**config.mk**
```make
export PLATFORM = sky130hd
export DESIGN_NAME = line_folding_escape_encoder_core_flat
export DESIGN_NICKNAME = d
export VERILOG_FILES = /design/src/hw/rtl/lfe_pkg.sv /design/src/hw/rtl/lfe_req_if.sv /design/src/hw/rtl/lfe_rsp_if.sv /design/src/hw/rtl/lfe_front.sv /design/src/hw/rtl/lfe_queue.sv /design/src/hw/rtl/lfe_back.sv /design/src/hw/rtl/line_folding_escape_encoder_core.sv /design/src/flat_wrapper.sv
export SDC_FILE = /design/constraint.sdc
export NUM_CORES = 1
export LEC_CHECK = 0
export CAP_MARGIN = 20
export CELL_PAD_IN_SITES_DETAIL_PLACEMENT = 0
export CELL_PAD_IN_SITES_GLOBAL_PLACEMENT = 1
export CORE_MARGIN = 2
export CORE_UTILIZATION = 53
export CTS_CLUSTER_SIZE = 8
export DETAILED_ROUTE_END_ITERATION = 12
export DONT_BUFFER_PORTS = 1
export HOLD_SLACK_MARGIN = 0.06
export MAX_ROUTING_LAYER = met4
export PLACE_DENSITY = 0.82
export SYNTH_ARGS = -nofsm -noshare
export SYNTH_HDL_FRONTEND = slang
export SYNTH_SLANG_ARGS = --single-unit
```
**constraint.sdc**
```tcl
create_clock -name clock -period 5.2 [get_ports clock]
set_input_delay 0.26 -clock clock [delete_from_list [all_inputs] [get_ports clock]]
set_output_delay 0.26 -clock clock [all_outputs]
set_load 0.1 [all_outputs]
```
**src/hw/rtl/lfe_pkg.sv**
```systemverilog
// lfe_pkg: types and constants shared by the line folding escape encoder.
// No dependencies.
`default_nettype none

package lfe_pkg;

   localparam logic [7:0] WRAP_RESET = 8'd74;
   localparam logic [7:0] COLUMN_MAX = 8'hFF;

   localparam logic [7:0] CHAR_CR   = 8'h0D;
   localparam logic [7:0] CHAR_LF   = 8'h0A;
   localparam logic [7:0] CHAR_TAB  = 8'h09;
   localparam logic [7:0] CHAR_EQ   = 8'h3D;
   localparam logic [7:0] CHAR_BSL  = 8'h5C;
   localparam logic [7:0] CHAR_N    = 8'h6E;
   localparam logic [7:0] CHAR_NONE = 8'h00;

   localparam logic [7:0] HEX_DIGITS [16] = '{
      8'h30, 8'h31, 8'h32, 8'h33, 8'h34, 8'h35, 8'h36, 8'h37,
      8'h38, 8'h39, 8'h61, 8'h62, 8'h63, 8'h64, 8'h65, 8'h66
   };

   typedef enum logic [1:0] {
      KIND_NONE,
      KIND_ESCAPE,
      KIND_NEWLINE,
      KIND_PLAIN
   } kind_type;

   typedef struct packed {
      logic       fold;
      kind_type   kind;
      logic [7:0] data;
      logic       last;
   } cmd_type;

endpackage

`default_nettype wire

```
**src/hw/rtl/lfe_req_if.sv**
```systemverilog
// lfe_req_if: input item channel, valid/ready handshake.
// Depends on nothing.
`default_nettype none

interface lfe_req_if;
   logic       valid;
   logic       ready;
   logic [7:0] data_byte;
   logic       first_of_text;
   logic       last_of_text;
   logic [7:0] start_column;

   modport source (output valid, data_byte, first_of_text, last_of_text, start_column,
                   input ready);
   modport sink   (input valid, data_byte, first_of_text, last_of_text, start_column,
                   output ready);
endinterface

`default_nettype wire

```
**src/hw/rtl/lfe_rsp_if.sv**
```systemverilog
// lfe_rsp_if: result item channel, valid/ready handshake.
// Depends on nothing.
`default_nettype none

interface lfe_rsp_if;
   logic       valid;
   logic       ready;
   logic [7:0] out_byte;
   logic       byte_valid;
   logic       last_of_run;
   logic       end_of_text;

   modport source (output valid, out_byte, byte_valid, last_of_run, end_of_text,
                   input ready);
   modport sink   (input valid, out_byte, byte_valid, last_of_run, end_of_text,
                   output ready);
endinterface

`default_nettype wire

```
**src/hw/rtl/lfe_front.sv**
```systemverilog
// lfe_front: accepts items, tracks the column, decides fold and escape kind.
// Depends on lfe_pkg and lfe_req_if.
`default_nettype none

module lfe_front (
   input  wire logic            clock,
   input  wire logic            reset,
   lfe_req_if.sink              req,
   input  wire logic [7:0]      wrap_column,
   input  wire logic            queue_full,
   output lfe_pkg::cmd_type     push_cmd,
   output logic                 push
);

   logic [7:0]        column_ff;
   logic [7:0]        column_in;
   logic [7:0]        col_cur;
   logic [7:0]        col_base;
   logic [8:0]        col_sum;
   logic [1:0]        advance;
   logic              fold;
   logic              accept;
   lfe_pkg::kind_type kind;

   always_comb begin
      if (req.data_byte == lfe_pkg::CHAR_EQ || req.data_byte[7]) begin
         kind    = lfe_pkg::KIND_ESCAPE;
         advance = 2'd3;
      end else if (req.data_byte == lfe_pkg::CHAR_LF) begin
         kind    = lfe_pkg::KIND_NEWLINE;
         advance = 2'd2;
      end else if (req.data_byte == lfe_pkg::CHAR_CR) begin
         kind    = lfe_pkg::KIND_NONE;
         advance = 2'd0;
      end else begin
         kind    = lfe_pkg::KIND_PLAIN;
         advance = 2'd1;
      end
   end

   assign col_cur   = req.first_of_text ? req.start_column : column_ff;
   assign fold      = (col_cur >= wrap_column);
   assign col_base  = fold ? 8'd0 : col_cur;
   assign col_sum   = {1'b0, col_base} + {7'd0, advance};
   assign column_in = col_sum[8] ? lfe_pkg::COLUMN_MAX : col_sum[7:0];

   assign req.ready = !queue_full;
   assign accept    = req.valid && !queue_full;
   assign push      = accept && (fold || kind != lfe_pkg::KIND_NONE || req.last_of_text);

   assign push_cmd.fold = fold;
   assign push_cmd.kind = kind;
   assign push_cmd.data = req.data_byte;
   assign push_cmd.last = req.last_of_text;

   always_ff @(posedge clock) begin
      if (reset) begin
         column_ff <= 8'd0;
      end else if (accept) begin
         column_ff <= column_in;
      end
   end

endmodule

`default_nettype wire

```
**src/hw/rtl/lfe_queue.sv**
```systemverilog
// lfe_queue: small FIFO of commands between front and back.
// Depends on lfe_pkg.
`default_nettype none

module lfe_queue #(
   parameter int DEPTH = 2
) (
   input  wire logic             clock,
   input  wire logic             reset,
   input  wire logic             push,
   input  wire lfe_pkg::cmd_type push_cmd,
   input  wire logic             pop,
   output lfe_pkg::cmd_type      head_cmd,
   output logic                  not_empty,
   output logic                  full,
   output logic [$clog2(DEPTH+1)-1:0] count
);

   localparam int PW = $clog2(DEPTH);
   localparam int CW = $clog2(DEPTH + 1);
   localparam logic [PW-1:0] LAST_PTR  = PW'(DEPTH - 1);
   localparam logic [CW-1:0] FULL_CNT  = CW'(DEPTH);

   lfe_pkg::cmd_type  entries [DEPTH];
   logic [PW-1:0]     wr_ptr_ff, wr_ptr_in;
   logic [PW-1:0]     rd_ptr_ff, rd_ptr_in;
   logic [CW-1:0]     count_ff,  count_in;

   assign full      = (count_ff == FULL_CNT);
   assign not_empty = (count_ff != '0);
   assign head_cmd  = entries[rd_ptr_ff];
   assign count     = count_ff;

   always_comb begin
      wr_ptr_in = wr_ptr_ff;
      rd_ptr_in = rd_ptr_ff;
      count_in  = count_ff;
      if (push) begin
         wr_ptr_in = (wr_ptr_ff == LAST_PTR) ? '0 : wr_ptr_ff + PW'(1);
      end
      if (pop) begin
         rd_ptr_in = (rd_ptr_ff == LAST_PTR) ? '0 : rd_ptr_ff + PW'(1);
      end
      if (push && !pop) begin
         count_in = count_ff + CW'(1);
      end else if (pop && !push) begin
         count_in = count_ff - CW'(1);
      end
   end

   always_ff @(posedge clock) begin
      if (reset) begin
         wr_ptr_ff <= '0;
         rd_ptr_ff <= '0;
         count_ff  <= '0;
      end else begin
         wr_ptr_ff <= wr_ptr_in;
         rd_ptr_ff <= rd_ptr_in;
         count_ff  <= count_in;
      end
   end

   always_ff @(posedge clock) begin
      if (push) begin
         entries[wr_ptr_ff] <= push_cmd;
      end
   end

endmodule

`default_nettype wire

```
**src/hw/rtl/lfe_back.sv**
```systemverilog
// lfe_back: expands one command into its result items, one per cycle while rsp is
// ready, through an output register. Depends on lfe_pkg and lfe_rsp_if.
`default_nettype none

module lfe_back (
   input  wire logic             clock,
   input  wire logic             reset,
   input  wire lfe_pkg::cmd_type head_cmd,
   input  wire logic             cmd_valid,
   output logic                  pop,
   lfe_rsp_if.source             rsp
);

   logic [2:0] step_ff, step_in;
   logic [2:0] n_fold;
   logic [2:0] n_char;
   logic [2:0] n_total;
   logic [2:0] char_step;
   logic       last_step;
   logic       load;
   logic [7:0] byte_sel;
   logic       marker;

   logic       rsp_valid_ff,   rsp_valid_in;
   logic [7:0] out_byte_ff;
   logic       byte_valid_ff;
   logic       last_of_run_ff;
   logic       end_of_text_ff;

   assign marker = !head_cmd.fold && head_cmd.kind == lfe_pkg::KIND_NONE;

   always_comb begin
      n_fold = head_cmd.fold ? 3'd3 : 3'd0;
      unique case (head_cmd.kind)
         lfe_pkg::KIND_ESCAPE:  n_char = 3'd3;
         lfe_pkg::KIND_NEWLINE: n_char = 3'd2;
         lfe_pkg::KIND_PLAIN:   n_char = 3'd1;
         default:               n_char = 3'd0;
      endcase
      n_total   = n_fold + n_char;
      last_step = marker || (step_ff == n_total - 3'd1);
      char_step = step_ff - n_fold;
   end

   always_comb begin
      byte_sel = lfe_pkg::CHAR_NONE;
      if (step_ff < n_fold) begin
         unique case (step_ff[1:0])
            2'd0:    byte_sel = lfe_pkg::CHAR_CR;
            2'd1:    byte_sel = lfe_pkg::CHAR_LF;
            default: byte_sel = lfe_pkg::CHAR_TAB;
         endcase
      end else begin
         unique case (head_cmd.kind)
            lfe_pkg::KIND_ESCAPE: begin
               if (char_step == 3'd0) begin
                  byte_sel = lfe_pkg::CHAR_EQ;
               end else if (char_step == 3'd1) begin
                  byte_sel = lfe_pkg::HEX_DIGITS[head_cmd.data[7:4]];
               end else begin
                  byte_sel = lfe_pkg::HEX_DIGITS[head_cmd.data[3:0]];
               end
            end
            lfe_pkg::KIND_NEWLINE: begin
               byte_sel = (char_step == 3'd0) ? lfe_pkg::CHAR_BSL : lfe_pkg::CHAR_N;
            end
            lfe_pkg::KIND_PLAIN: byte_sel = head_cmd.data;
            default:             byte_sel = lfe_pkg::CHAR_NONE;
         endcase
      end
   end

   assign load = cmd_valid && (!rsp_valid_ff || rsp.ready);
   assign pop  = load && last_step;

   always_comb begin
      step_in      = step_ff;
      rsp_valid_in = rsp_valid_ff;
      if (rsp_valid_ff && rsp.ready) begin
         rsp_valid_in = 1'b0;
      end
      if (load) begin
         rsp_valid_in = 1'b1;
         step_in      = last_step ? 3'd0 : step_ff + 3'd1;
      end
   end

   always_ff @(posedge clock) begin
      if (reset) begin
         step_ff      <= 3'd0;
         rsp_valid_ff <= 1'b0;
      end else begin
         step_ff      <= step_in;
         rsp_valid_ff <= rsp_valid_in;
      end
   end

   always_ff @(posedge clock) begin
      if (load) begin
         out_byte_ff    <= byte_sel;
         byte_valid_ff  <= !marker;
         last_of_run_ff <= last_step;
         end_of_text_ff <= last_step && head_cmd.last;
      end
   end

   assign rsp.valid       = rsp_valid_ff;
   assign rsp.out_byte    = out_byte_ff;
   assign rsp.byte_valid  = byte_valid_ff;
   assign rsp.last_of_run = last_of_run_ff;
   assign rsp.end_of_text = end_of_text_ff;

endmodule

`default_nettype wire

```
**src/hw/rtl/line_folding_escape_encoder_core.sv**
```systemverilog
// line_folding_escape_encoder_core: top level, wrap register, front, queue, back.
// Depends on lfe_pkg, lfe_req_if, lfe_rsp_if, lfe_front, lfe_queue, lfe_back.
//
//   channel  dir  handshake       payload
//   req_ch   in   valid/ready     data_byte, first_of_text, last_of_text, start_column
//   rsp_ch   out  valid/ready     out_byte, byte_valid, last_of_run, end_of_text
//   csr      in   csr_wr_en       csr_wr_data (wrap_column)
//
// Plain bytes: one item per cycle while rsp is ready. An item yields 0 to 6 result
// items (none for a dropped CR that neither folds nor ends the text), one per cycle
// from the back end's step counter unless stalled; the front takes items until the
// command queue (QUEUE_DEPTH entries) fills; results pass queue, then output register.
// Reset clears column, queue and output register; wrap_column returns to 74.
// Either side may stall freely; the output register holds its item while stalled.
`default_nettype none

module line_folding_escape_encoder_core #(
   parameter int QUEUE_DEPTH = 2
) (
   input  wire logic       clock,
   input  wire logic       reset,
   lfe_req_if.sink         req_ch,
   lfe_rsp_if.source       rsp_ch,
   input  wire logic       csr_wr_en,
   input  wire logic [7:0] csr_wr_data
);

   localparam int CW = $clog2(QUEUE_DEPTH + 1);

   logic [7:0]       wrap_column_ff;
   lfe_pkg::cmd_type push_cmd;
   lfe_pkg::cmd_type head_cmd;
   logic             push;
   logic             pop;
   logic             queue_full;
   logic             queue_not_empty;
   logic [CW-1:0]    queue_count;

   always_ff @(posedge clock) begin
      if (reset) begin
         wrap_column_ff <= lfe_pkg::WRAP_RESET;
      end else if (csr_wr_en) begin
         wrap_column_ff <= csr_wr_data;
      end
   end

   lfe_front u_front (
      .clock       (clock),
      .reset       (reset),
      .req         (req_ch),
      .wrap_column (wrap_column_ff),
      .queue_full  (queue_full),
      .push_cmd    (push_cmd),
      .push        (push)
   );

   lfe_queue #(
      .DEPTH (QUEUE_DEPTH)
   ) u_queue (
      .clock     (clock),
      .reset     (reset),
      .push      (push),
      .push_cmd  (push_cmd),
      .pop       (pop),
      .head_cmd  (head_cmd),
      .not_empty (queue_not_empty),
      .full      (queue_full),
      .count     (queue_count)
   );

   lfe_back u_back (
      .clock     (clock),
      .reset     (reset),
      .head_cmd  (head_cmd),
      .cmd_valid (queue_not_empty),
      .pop       (pop),
      .rsp       (rsp_ch)
   );

   a_queue_bound: assert property (@(posedge clock) disable iff (reset)
      queue_count <= CW'(QUEUE_DEPTH))
      else $error("queue count past depth");

   a_end_is_last: assert property (@(posedge clock) disable iff (reset)
      rsp_ch.valid && rsp_ch.end_of_text |-> rsp_ch.last_of_run)
      else $error("end_of_text without last_of_run");

   a_marker_at_end: assert property (@(posedge clock) disable iff (reset)
      rsp_ch.valid && !rsp_ch.byte_valid |-> rsp_ch.end_of_text)
      else $error("empty result item not at end of text");

   a_pop_needs_entry: assert property (@(posedge clock) disable iff (reset)
      pop |-> queue_not_empty)
      else $error("pop from empty queue");

endmodule

`default_nettype wire

```
**src/flat_wrapper.sv**
```systemverilog
// flat-port wrapper written by rule: the top's interface ports become plain ports
module line_folding_escape_encoder_core_flat 
#(
   parameter int QUEUE_DEPTH = 2
)
  (clock, reset, csr_wr_en, csr_wr_data, req_ch_valid, req_ch_data_byte, req_ch_first_of_text, req_ch_last_of_text, req_ch_start_column, req_ch_ready, rsp_ch_valid, rsp_ch_out_byte, rsp_ch_byte_valid, rsp_ch_last_of_run, rsp_ch_end_of_text, rsp_ch_ready);
  lfe_req_if req_ch_i ();
  lfe_rsp_if rsp_ch_i ();
  input  wire logic clock;
  input  wire logic reset;
  input  wire logic csr_wr_en;
  input  wire logic [7:0] csr_wr_data;
  input wire logic [$bits(req_ch_i.valid)-1:0] req_ch_valid;
  input wire logic [$bits(req_ch_i.data_byte)-1:0] req_ch_data_byte;
  input wire logic [$bits(req_ch_i.first_of_text)-1:0] req_ch_first_of_text;
  input wire logic [$bits(req_ch_i.last_of_text)-1:0] req_ch_last_of_text;
  input wire logic [$bits(req_ch_i.start_column)-1:0] req_ch_start_column;
  output wire logic [$bits(req_ch_i.ready)-1:0] req_ch_ready;
  output wire logic [$bits(rsp_ch_i.valid)-1:0] rsp_ch_valid;
  output wire logic [$bits(rsp_ch_i.out_byte)-1:0] rsp_ch_out_byte;
  output wire logic [$bits(rsp_ch_i.byte_valid)-1:0] rsp_ch_byte_valid;
  output wire logic [$bits(rsp_ch_i.last_of_run)-1:0] rsp_ch_last_of_run;
  output wire logic [$bits(rsp_ch_i.end_of_text)-1:0] rsp_ch_end_of_text;
  input wire logic [$bits(rsp_ch_i.ready)-1:0] rsp_ch_ready;
  assign req_ch_i.valid = req_ch_valid;
  assign req_ch_i.data_byte = req_ch_data_byte;
  assign req_ch_i.first_of_text = req_ch_first_of_text;
  assign req_ch_i.last_of_text = req_ch_last_of_text;
  assign req_ch_i.start_column = req_ch_start_column;
  assign req_ch_ready = req_ch_i.ready;
  assign rsp_ch_valid = rsp_ch_i.valid;
  assign rsp_ch_out_byte = rsp_ch_i.out_byte;
  assign rsp_ch_byte_valid = rsp_ch_i.byte_valid;
  assign rsp_ch_last_of_run = rsp_ch_i.last_of_run;
  assign rsp_ch_end_of_text = rsp_ch_i.end_of_text;
  assign rsp_ch_i.ready = rsp_ch_ready;
  line_folding_escape_encoder_core #(.QUEUE_DEPTH(QUEUE_DEPTH)) u_core (.clock(clock), .reset(reset), .req_ch(req_ch_i), .rsp_ch(rsp_ch_i), .csr_wr_en(csr_wr_en), .csr_wr_data(csr_wr_data));
endmodule
```
### After elaboration in Yosys (flattened, before gate mapping)

Memories as Yosys holds them, arrays and structs flattened. A register that Yosys moved wholly into a read port is not among the register bits.
Index checks and enable logic that the tools add are counted.

| operators by class | value |
|---|---|
| bitwise logic cells | 2 |
| order comparisons | 4 |
| equal/unequal tests | 10 |
| add/subtract/negate cells | 9 |
| mux-type cells | 32 |
| reductions and logical operators | 27 |

Operators with widths:

| kind | count |
|---|---|
| $mux W8 | 10 |
| $pmux W8 S3 | 1 |
| $eq A8 B4 Y1 const B | 2 |
| $mux W2 | 8 |
| $ge A5 B5 Y1 const B | 2 |
| $not A4 Y5 | 2 |
| $add A8 B2 Y9 | 1 |
| $logic_and A1 B1 Y1 | 9 |
| $mux W1 | 9 |
| $eq A8 B6 Y1 const B | 1 |
| $ge A8 B8 Y1 | 1 |
| $reduce_bool A2 Y1 | 4 |
| $eq A2 B2 Y1 const B | 3 |
| $logic_not A1 Y1 | 6 |
| $mux W6 | 1 |
| $pmux W2 S3 | 1 |
| $pmux W3 S2 | 1 |
| $logic_or A1 B1 Y1 | 5 |
| $eq A2 B1 Y1 const B | 2 |
| $logic_not A2 Y1 | 2 |
| $add A2 B3 Y3 | 1 |
| $add A3 B1 Y3 const B | 1 |
| $eq A3 B1 Y1 const B | 1 |
| $eq A3 B3 Y1 | 1 |
| other kinds (8) | 9 |

| storage, ports and cells | value |
|---|---|
| input bits | 31 |
| memory bits (read-only) | 256 |
| memory bits (writable) | 24 |
| memories | 3 |
| bits in registers | 35 |
| word-level logic and storage cells | 98 |
| output and inout bits | 13 |

Memory list:

| memory | depth | width | rd ports | clocked after Yosys merged registers in | wr ports | RTL line | RTL |
|---|---|---|---|---|---|---|---|
| (no name shown) | 16 | 8 | 1 | 0 | 0 | lfe_back.sv:61 | `byte_sel = lfe_pkg::HEX_DIGITS[head_cmd.data[3:0]];` |
| (no name shown) | 16 | 8 | 1 | 0 | 0 | lfe_back.sv:59 | `byte_sel = lfe_pkg::HEX_DIGITS[head_cmd.data[7:4]];` |
| u_core.u_queue.entries | 2 | 12 | 1 | 1 | 1 | lfe_queue.sv:24 | `lfe_pkg::cmd_type entries [DEPTH];` |

### Depth between registers and ports, before layout

Gate-level depths: netlist of the first run.

| logic depth | value |
|---|---|
| depth in word-level cells | 12 |
| depth in mapped cells | 18 |
| depth with buffers taken out | 15 |

### Modules after synthesis

Synthesis of the first run repeated with hierarchy kept, for this count alone.

| unflattened totals | value |
|---|---|
| cell total of the unflattened synthesis | 358 |
| area, all modules | 3713.6 um^2 |

By module, submodules not included:

| module | times used | sequential area each (um^2) | area each (um^2) | cells each |
|---|---|---|---|---|
| lfe_back | 1 | 410.4 | 1278.7 | 142 |
| lfe_queue | 1 | 820.8 | 1071.0 | 59 |
| lfe_front | 1 | 160.2 | 1067.3 | 131 |
| line_folding_escape_encoder_core | 1 | 160.2 | 296.5 | 26 |

### Worst setup path before layout of the first run

No wires, ideal clock.

| timing | value |
|---|---|
| path type | register -> register |
| start point | register (tool-made name) |
| end point | register u_core.u_queue.count_ff[1] (netlist: u_core.u_queue.count[1]) |
| slack | 1.783 ns |
| stages on the path, launching flop included | 18 |
| path buffers | 3 |
| arrival time | 3.345 ns |
| period minus slack after synthesis | 3.417 ns |
| setup time | 0.071 ns |
| data required time | 5.129 ns |
| cells stage by stage | dfxtp_1 > buf_6 > buf_6 > buf_2 > mux2_2 > inv_1 > ha_1 > inv_1 > ha_1 > inv_1 > ha_1 > xnor3_1 > a32oi_2 > inv_2 > nand2_4 > ha_1 > or3_1 > a21oi_1 |

RTL lines:

| element | RTL line | RTL |
|---|---|---|
| end signal: assignment | lfe_queue.sv:59 | `count_ff <= count_in;` |
| end: declaration | lfe_queue.sv:27 | `logic [CW-1:0] count_ff, count_in;` |

==> results.py, run 1 <==
metrics = {
    "outcome": {
        "status": "completed",
    },
    "grt": {
        "grt-ovfl-total": 0,
        "grt_pass1_vias": 2459,
        "antenna_found_initial": 0,
        "grt_max_degree": 24,
        "grt_use_total_pct": 21.95,
        "grt_pass1_wl_um": 12140,
    },
    "timing": {
        "skew_ns": 0.01249,
        "setup_tns_ns": 0,
        "fin_hold_ws_ns": 0.07606,
        "fmax_mhz": 285.6,
        "fin_crit_sh_pct": 67.32,
        "layout_min_cycle_time_ns": 3.501,
        "hold_violations": 0,
        "rsz0062_at_grt": "false",
        "tightest_slew_ns": 1.096,
        "setup-violations-final": 0,
        "slew_viol_final": 0,
        "slew_headroom_pct": 26.79,
    },
    "cts": {
        "cts_tree": "done",
        "clkSinkCount": 60,
        "cts_setup_buffers": 0,
        "clk-insertion-delay-late_ns": 0.34,
        "numCtsBuffers": 9,
        "cts_root_buf": "clkbuf_8",
        "ctsHtreeMaxLevel": 3,
        "cts_buffer_depth": 2,
        "clkSlewWorstSetupHoldPaths_ns": 0.07,
    },
    "layout": {
        "fillCellCount": 565,
        "diodes": 0,
        "multi_input_area_um2": 1856,
        "syn_to_final_growth_pct": 13.75,
        "nets": 443,
        "drive_gt1_share_pct": 11.14,
        "seqCellArea_um2": 1551,
    },
    "yosys": {
        "ys_seq_elements": 60,
        "synthSimpleGateAreaFrac_pct": 15.22,
        "yosysWarningCount": 0,
        "synth-seq-area-share_pct": 43.28,
        "muxShareOfSynthArea_pct": 8.935,
        "synth_nets": 419,
        "synth-async-reset-ratio_pct": 0,
        "synth-compound-area-share_pct": 13.58,
        "ys_types": 54,
        "syn-instance-count": 357,
        "synth_edf_count": 35,
        "synthXorXnorAreaFrac_pct": 2.792,
        "synth_area_um2": 3585,
        "synth_fa_ha_area_share_pct": 11.24,
        "synth_area_per_cell_um2": 10.04,
        "synth_top_family_by_area": "simple AND/OR/NAND/NOR gates",
        "yosys_most_used_dff": "edfxtp_1",
    },
    "critical_path": {
        "cp.required_ns": 5.46,
        "cp.arrival_ns": 3.76,
        "cp-start-kind": "flop",
        "path_class": "flop to flop",
        "endpoint_kind": "flop",
        "path_max_fanout": 23,
    },
    "floorplan": {
        "dieArea_um2": 7437,
        "coreArea_um2": 6459,
        "ios": 44,
        "die_height_um": 86.24,
        "die_w_um": 86.24,
        "row_count": 29,
        "start_util_pct": 55.50,
    },
    "pwr": {
        "p_leak_nw": 1.638,
        "power_switching_mw": 1.010,
        "seq_power_share_pct": 45.1,
        "pwr_density_cell_nw_per_um2": 553.5,
        "swShare_pct": 44.77,
        "peakVddDrop_v": 0.0002804,
        "power_frac_comb_pct": 33.8,
        "clkPwrFrac_pct": 21.1,
        "cell_internal_pwr_mw": 1.247,
    },
    "routing": {
        "vias_per_cell": 5.687,
        "routed_wl_um": 7189,
        "dr_total_vias": 2633,
        "wl_per_cell_um": 15.53,
        "antenna_left": 0,
        "drt_iter0_markers": 144,
        "firstDrtPassIters": 6,
        "drc_errors": 0,
    },
    "place": {
        "dpl.hpwl_um": 5241,
        "io_buffers": 0,
        "globalplace.congestion": 0.8196,
    },
    "worst_hold_path": {
        "hold_class": "input port to flop",
        "hp-start": "csr_wr_en",
    },
    "run": {
        "max_cap_viol_count": 0,
    },
}
==> synth_stat cells, types with 2 or more instances <==
| cell type | instances | area [µm²] |
|---|---|---|
| a211oi_1 | 9 | 67.56 |
| a21oi_1 | 23 | 115.1 |
| a311o_1 | 2 | 20.02 |
| a31oi_1 | 4 | 25.02 |
| a32oi_1 | 2 | 17.52 |
| and2_1 | 4 | 25.02 |
| buf_6 | 3 | 33.78 |
| clkbuf_1 | 6 | 22.52 |
| dfxtp_1 | 25 | 500.5 |
| edfxtp_1 | 35 | 1051 |
| fa_1 | 2 | 40.04 |
| ha_1 | 29 | 362.9 |
| inv_1 | 30 | 112.6 |
| mux2_2 | 12 | 135.1 |
| mux2i_1 | 17 | 170.2 |
| nand2_1 | 35 | 131.4 |
| nand2b_1 | 7 | 43.79 |
| nand3_1 | 8 | 40.04 |
| nand3b_1 | 2 | 15.01 |
| nand4b_1 | 3 | 26.28 |
| nor2_1 | 32 | 120.1 |
| nor2b_1 | 5 | 31.28 |
| nor3_1 | 7 | 35.03 |
| nor4_1 | 2 | 12.51 |
| o211ai_1 | 6 | 45.04 |
| o21ai_0 | 11 | 55.05 |
| o21ai_1 | 2 | 10.01 |
| or2_2 | 3 | 18.77 |
| xnor2_1 | 2 | 17.52 |
| xor2_1 | 5 | 43.79 |
==> worst paths after layout <==
path                                              endpoint  slack, ns  depth (start not counted)
setup / recovery      u_core.u_queue.count[1]$_SDFFE_PP0P_       1.70                         15
hold / removal       u_core.wrap_column_ff[7]$_SDFFE_PP0P_       0.08                          2
setup reg to reg      u_core.u_queue.count[1]$_SDFFE_PP0P_       1.70                         15
hold reg to reg   u_core.u_front.column_ff[5]$_SDFFE_PP0P_       0.47                          2
==> layout make-up <==
type                            count  share of cell area [%]
Clock inverter                      2                  0.9512
Tap cell                           77                   2.363
Clock buffer                       14                   4.756
Timing Repair Buffer               23                   5.523
Inverter                           31                   2.854
Multi-Input combinational cell    256                   45.50
Sequential cell                    60                   38.05
==> worst max-delay path, cell delays in order (launching register included) <==
cell	delay, ns
dfxtp_1	0.31
buf_4	0.28
mux2_2	0.40
inv_1	0.15
ha_1	0.25
inv_1	0.06
ha_1	0.22
inv_1	0.06
ha_1	0.16
xnor3_1	0.23
a32oi_2	0.31
inv_2	0.11
nand2_4	0.10
ha_1	0.27
or3_1	0.37
a21oi_1	0.15
==> power by group through the flow <==
| stage | clock (mW) | combinational (mW) | sequential (mW) |
|---|---|---|---|
| after global placement | 0 | 0.726 | 1.03 |
| after global routing | 0.503 | 0.866 | 1.03 |
| after detailed placement | 0 | 0.741 | 1.03 |
| after CTS | 0.482 | 0.764 | 1.02 |
| after floorplan | 0 | 0.611 | 1.01 |
| final | 0.476 | 0.764 | 1.02 |
==> routing by layer <==
metal	GRT usage, %	vias up	routed length, µm
met4	5.966	0	82
met5	-	-	0
li1	-	1325	-
met2	31.08	70	3156
met1	30.84	1233	3589
met3	6.571	5	360
==> repair_timing <==
item / CTS / global route
gates resized for setup: 0 / 0
endpoints found under the hold margin: 41 / 0
hold buffers: 21 / 0
setup endpoints to repair: 0 / 0
==> flip-flops by register name, indices dropped and copies added, names as in the netlist, named ones only <==
name and count:
u_core.u_back.step_ff 3, u_core.u_queue.wr_ptr_ff 1, u_core.u_back.rsp.end_of_text 1, u_core.u_queue.count 2, u_core.u_back.rsp.valid 1, u_core.u_queue.entries 24, u_core.u_front.column_ff 8, u_core.u_back.rsp.out_byte 8
u_core.u_back.rsp.byte_valid 1, u_core.wrap_column_ff 8, u_core.u_queue.rd_ptr_ff 1, u_core.u_back.rsp.last_of_run 1
==> logic make-up after synthesis <==
family          Yosys count
simple gates            114
compound gates           72
flops                    60
buf+inv                  41
fa+ha+maj                31
mux                      30
xor+xnor                  9
==> cell usage in the layout (no fill, tap or decap), types with 7 or more instances in the layout <==
cell / count
edfxtp_1: 35
a211oi_1: 9
ha_1: 29
clkbuf_8: 12
nand3_1: 8
dlygate4sd3_1: 21
nand2b_1: 7
nand2_1: 35
mux2i_1: 17
o21ai_0: 11
dfxtp_1: 25
a21oi_1: 23
nor2_1: 32
mux2_2: 12
inv_1: 30
nor3_1: 7
==> per-stage QoR <==
step | setup slack (ns) | cells | instance area [µm²] | total power [mW] | utilization (%)
after floorplan | 1.783 | 357 | 3585 | 1.625 | -
after global placement | 1.846 | 426 | 3635 | 1.752 | 56.28
after detailed placement | 1.722 | 426 | 3635 | 1.770 | 56.28
after CTS | 1.700 | 463 | 4078 | 2.265 | 63.13
after global routing | 1.507 | 463 | 4078 | 2.403 | 63.13
final | 1.699 | 463 | 4078 | 2.257 | 63.13
(Power assumes the default switching activity.)
==> run 2, diff against run 1 <==
--- a/config.mk
+++ b/config.mk
@@ -9,13 +9,13 @@
 export CELL_PAD_IN_SITES_DETAIL_PLACEMENT = 0
 export CELL_PAD_IN_SITES_GLOBAL_PLACEMENT = 1
 export CORE_MARGIN = 2
-export CORE_UTILIZATION = 53
+export CORE_UTILIZATION = 45
 export CTS_CLUSTER_SIZE = 8
 export DETAILED_ROUTE_END_ITERATION = 12
 export DONT_BUFFER_PORTS = 1
 export HOLD_SLACK_MARGIN = 0.06
 export MAX_ROUTING_LAYER = met4
-export PLACE_DENSITY = 0.82
+export PLACE_DENSITY = 0.74
 export SYNTH_ARGS = -nofsm -noshare
 export SYNTH_HDL_FRONTEND = slang
 export SYNTH_SLANG_ARGS = --single-unit
==> constraint.sdc (replaced) <==
create_clock -name clock -period 2.8 [get_ports clock]
set_input_delay 0.14 -clock clock [delete_from_list [all_inputs] [get_ports clock]]
set_output_delay 0.14 -clock clock [all_outputs]
set_load 0.1 [all_outputs]
==> results.py, run 2 (same netlist as run 1, synthesis figures left out) <==
metrics = {
    "outcome": {
        "status": "finished with violations",
        "violations": "hold timing",
    },
    "grt": {
        "grt-ovfl-total": 0,
        "grt_use_total_pct": 19.31,
        "antenna_found_initial": 0,
        "grt_pass1_vias": 2658,
        "grt_pass1_wl_um": 12690,
        "grt_max_degree": 25,
    },
    "critical_path": {
        "cp-start-kind": "flop",
        "cp.arrival_ns": 3.06,
        "critical_path.most_common_cell": "ha_4",
        "path_max_fanout": 4,
        "path_cells": "mux2_4, inv_4, ha_4, inv_2, ha_4, inv_2, ha_4, xnor3_1, a32oi_2, inv_2, nand2_4, ha_4, or3_4, a21oi_2",
        "cp.required_ns": 3.07,
        "slowest_delay_ns": 0.39,
        "rr_endpoint": "u_core.u_queue.count[1]$_SDFFE_PP0P_",
        "path_class": "flop to flop",
        "r2r_slack_ns": 0.02,
        "endpoint_kind": "flop",
        "crit_path_top_delay_cell": "dfxtp_4",
        "worst_r2r_path_depth": 14,
    },
    "routing": {
        "vias_per_cell": 5.305,
        "wl_per_cell_um": 14.80,
        "routed_wl_um": 7726,
        "dr_total_vias": 2769,
        "drt_iter0_markers": 87,
        "antenna_left": 0,
        "firstDrtPassIters": 4,
        "drc_errors": 0,
    },
    "floorplan": {
        "die_w_um": 93.25,
        "dieArea_um2": 8696,
        "die_height_um": 93.25,
        "coreArea_um2": 7727,
        "start_util_pct": 46.39,
        "ios": 44,
        "row_count": 32,
    },
    "layout": {
        "drive_gt1_share_pct": 26.43,
        "layout_common_cells": "35 x buf_4, 35 x edfxtp_1, 34 x nand2_1",
        "syn_to_final_growth_pct": 27.64,
        "nets": 477,
        "fillCellCount": 679,
        "top_register": "u_core.u_queue.entries",
        "largest_register_ffs": 24,
        "diodes": 0,
        "final_core_util_pct": 59.21,
    },
    "timing": {
        "setup_tns_ns": 0,
        "setup-violations-final": 0,
        "layout_min_cycle_time_ns": 2.781,
        "fin_crit_sh_pct": 99.31,
        "skew_ns": 0.008780,
        "setup_ws_ns": 0.01920,
        "fin_hold_ws_ns": -0.1370,
        "hold_violations": 14,
        "slew_viol_final": 0,
        "slew_headroom_pct": 40.22,
        "rsz0062_at_grt": "true",
        "tightest_slew_ns": 0.8986,
        "fmax_mhz": 359.6,
    },
    "cts": {
        "clk-insertion-delay-late_ns": 0.34,
        "cts_tree": "done",
        "ctsHtreeMaxLevel": 3,
        "cts_buffer_depth": 2,
        "clkSinkCount": 60,
        "ctsHoldBuffers": 22,
        "cts_root_buf": "clkbuf_8",
        "numCtsBuffers": 9,
        "clkSlewWorstSetupHoldPaths_ns": 0.07,
    },
    "place": {
        "place_ws_ns": -0.06906,
        "dpl.hpwl_um": 5654,
        "io_buffers": 0,
        "globalplace.congestion": 0.8305,
    },
    "pwr": {
        "p_total_mw": 4.542,
        "pwr_density_cell_nw_per_um2": 992.7,
        "peakVddDrop_v": 0.0003109,
        "p_leak_nw": 1.822,
    },
    "worst_hold_path": {
        "hold_class": "input port to flop",
        "hp-start": "reset",
        "hold_depth": 1,
        "hold_end": "u_core.u_queue.count[1]$_SDFFE_PP0P_",
    },
    "run": {
        "max_cap_viol_count": 0,
    },
}
==> run 2: repair_timing <==
item,4_1_cts,5_1_grt
pin swaps,4,12
setup buffers,2,8
setup endpoints to repair,8,10
hold endpoints to repair,44,14
resized for setup,13,16
==> run 2: layout make-up <==
| cell class | count | area [µm²] | share of cell area [%] |
|---|---|---|---|
| multi-input cells | 256 | 2063 | 45.09 |
| flip-flops and latches | 60 | 1558 | 34.04 |
| repair buffers | 57 | 483.0 | 10.56 |
| well taps | 102 | 127.6 | 2.789 |
| clock buffers | 9 | 123.9 | 2.707 |
| inverters | 31 | 118.9 | 2.598 |
| clock inverters | 7 | 101.3 | 2.215 |
==> run 2: stage by stage <==
step	std cells	instance area, µm²	hold slack (ns)
after global routing	522	4576	-0.1487
after floorplan	357	3677	0.2389
after global placement	474	3925	0.2068
final	522	4576	-0.1370
after CTS	514	4431	-0.1470
after detailed placement	474	3925	0.2088
==> run 2: metal layers <==
layer	routed length, µm	track usage (%)
met1	3844	26.46
met2	3502	28.90
met3	274	3.304
met4	105	7.108
met5	0	-
==> run 2: worst max path at each step <==
| stage | start | to | slack [ns] | cells past startpoint |
|---|---|---|---|---|
| 2_1_floorplan | flop | u_core.u_queue.count[1]$_SDFFE_PP0P_ | -0.27 | 17 |
| 3_3_place_gp | u_core.u_front.column_ff[7]$_SDFFE_PP0P_ | u_core.u_front.column_ff[0]$_SDFFE_PP0P_ | -0.04 | 14 |
| 3_5_place_dp | u_core.u_front.column_ff[7]$_SDFFE_PP0P_ | u_core.u_front.column_ff[2]$_SDFFE_PP0P_ | -0.07 | 14 |
| 4_1_cts | flop | u_core.u_queue.count[1]$_SDFFE_PP0P_ | 0.002 | 14 |
| 5_1_grt | flop | u_core.u_queue.count[1]$_SDFFE_PP0P_ | -0.07 | 15 |
| 6_report | flop | u_core.u_queue.count[1]$_SDFFE_PP0P_ | 0.02 | 14 |
==> run 2: worst max-delay path: cells and delay by family, from the launching register on <==
family          cells  cell delay (ns)
compound gates      2             0.40
buf+inv             4             0.25
xor+xnor            1             0.22
fa+ha+maj           4             0.70
simple gates        2             0.44
mux                 1             0.32
flops               1             0.39
==> run 2: power breakdown <==
group          switching, mW  internal [mW]  total [mW]  leakage (nW)
registers              0.655           1.20        1.86         0.528
logic                  0.982          0.833        1.82          1.19
clock network          0.367          0.505       0.872         0.106
total                   2.00           2.54        4.54          1.82
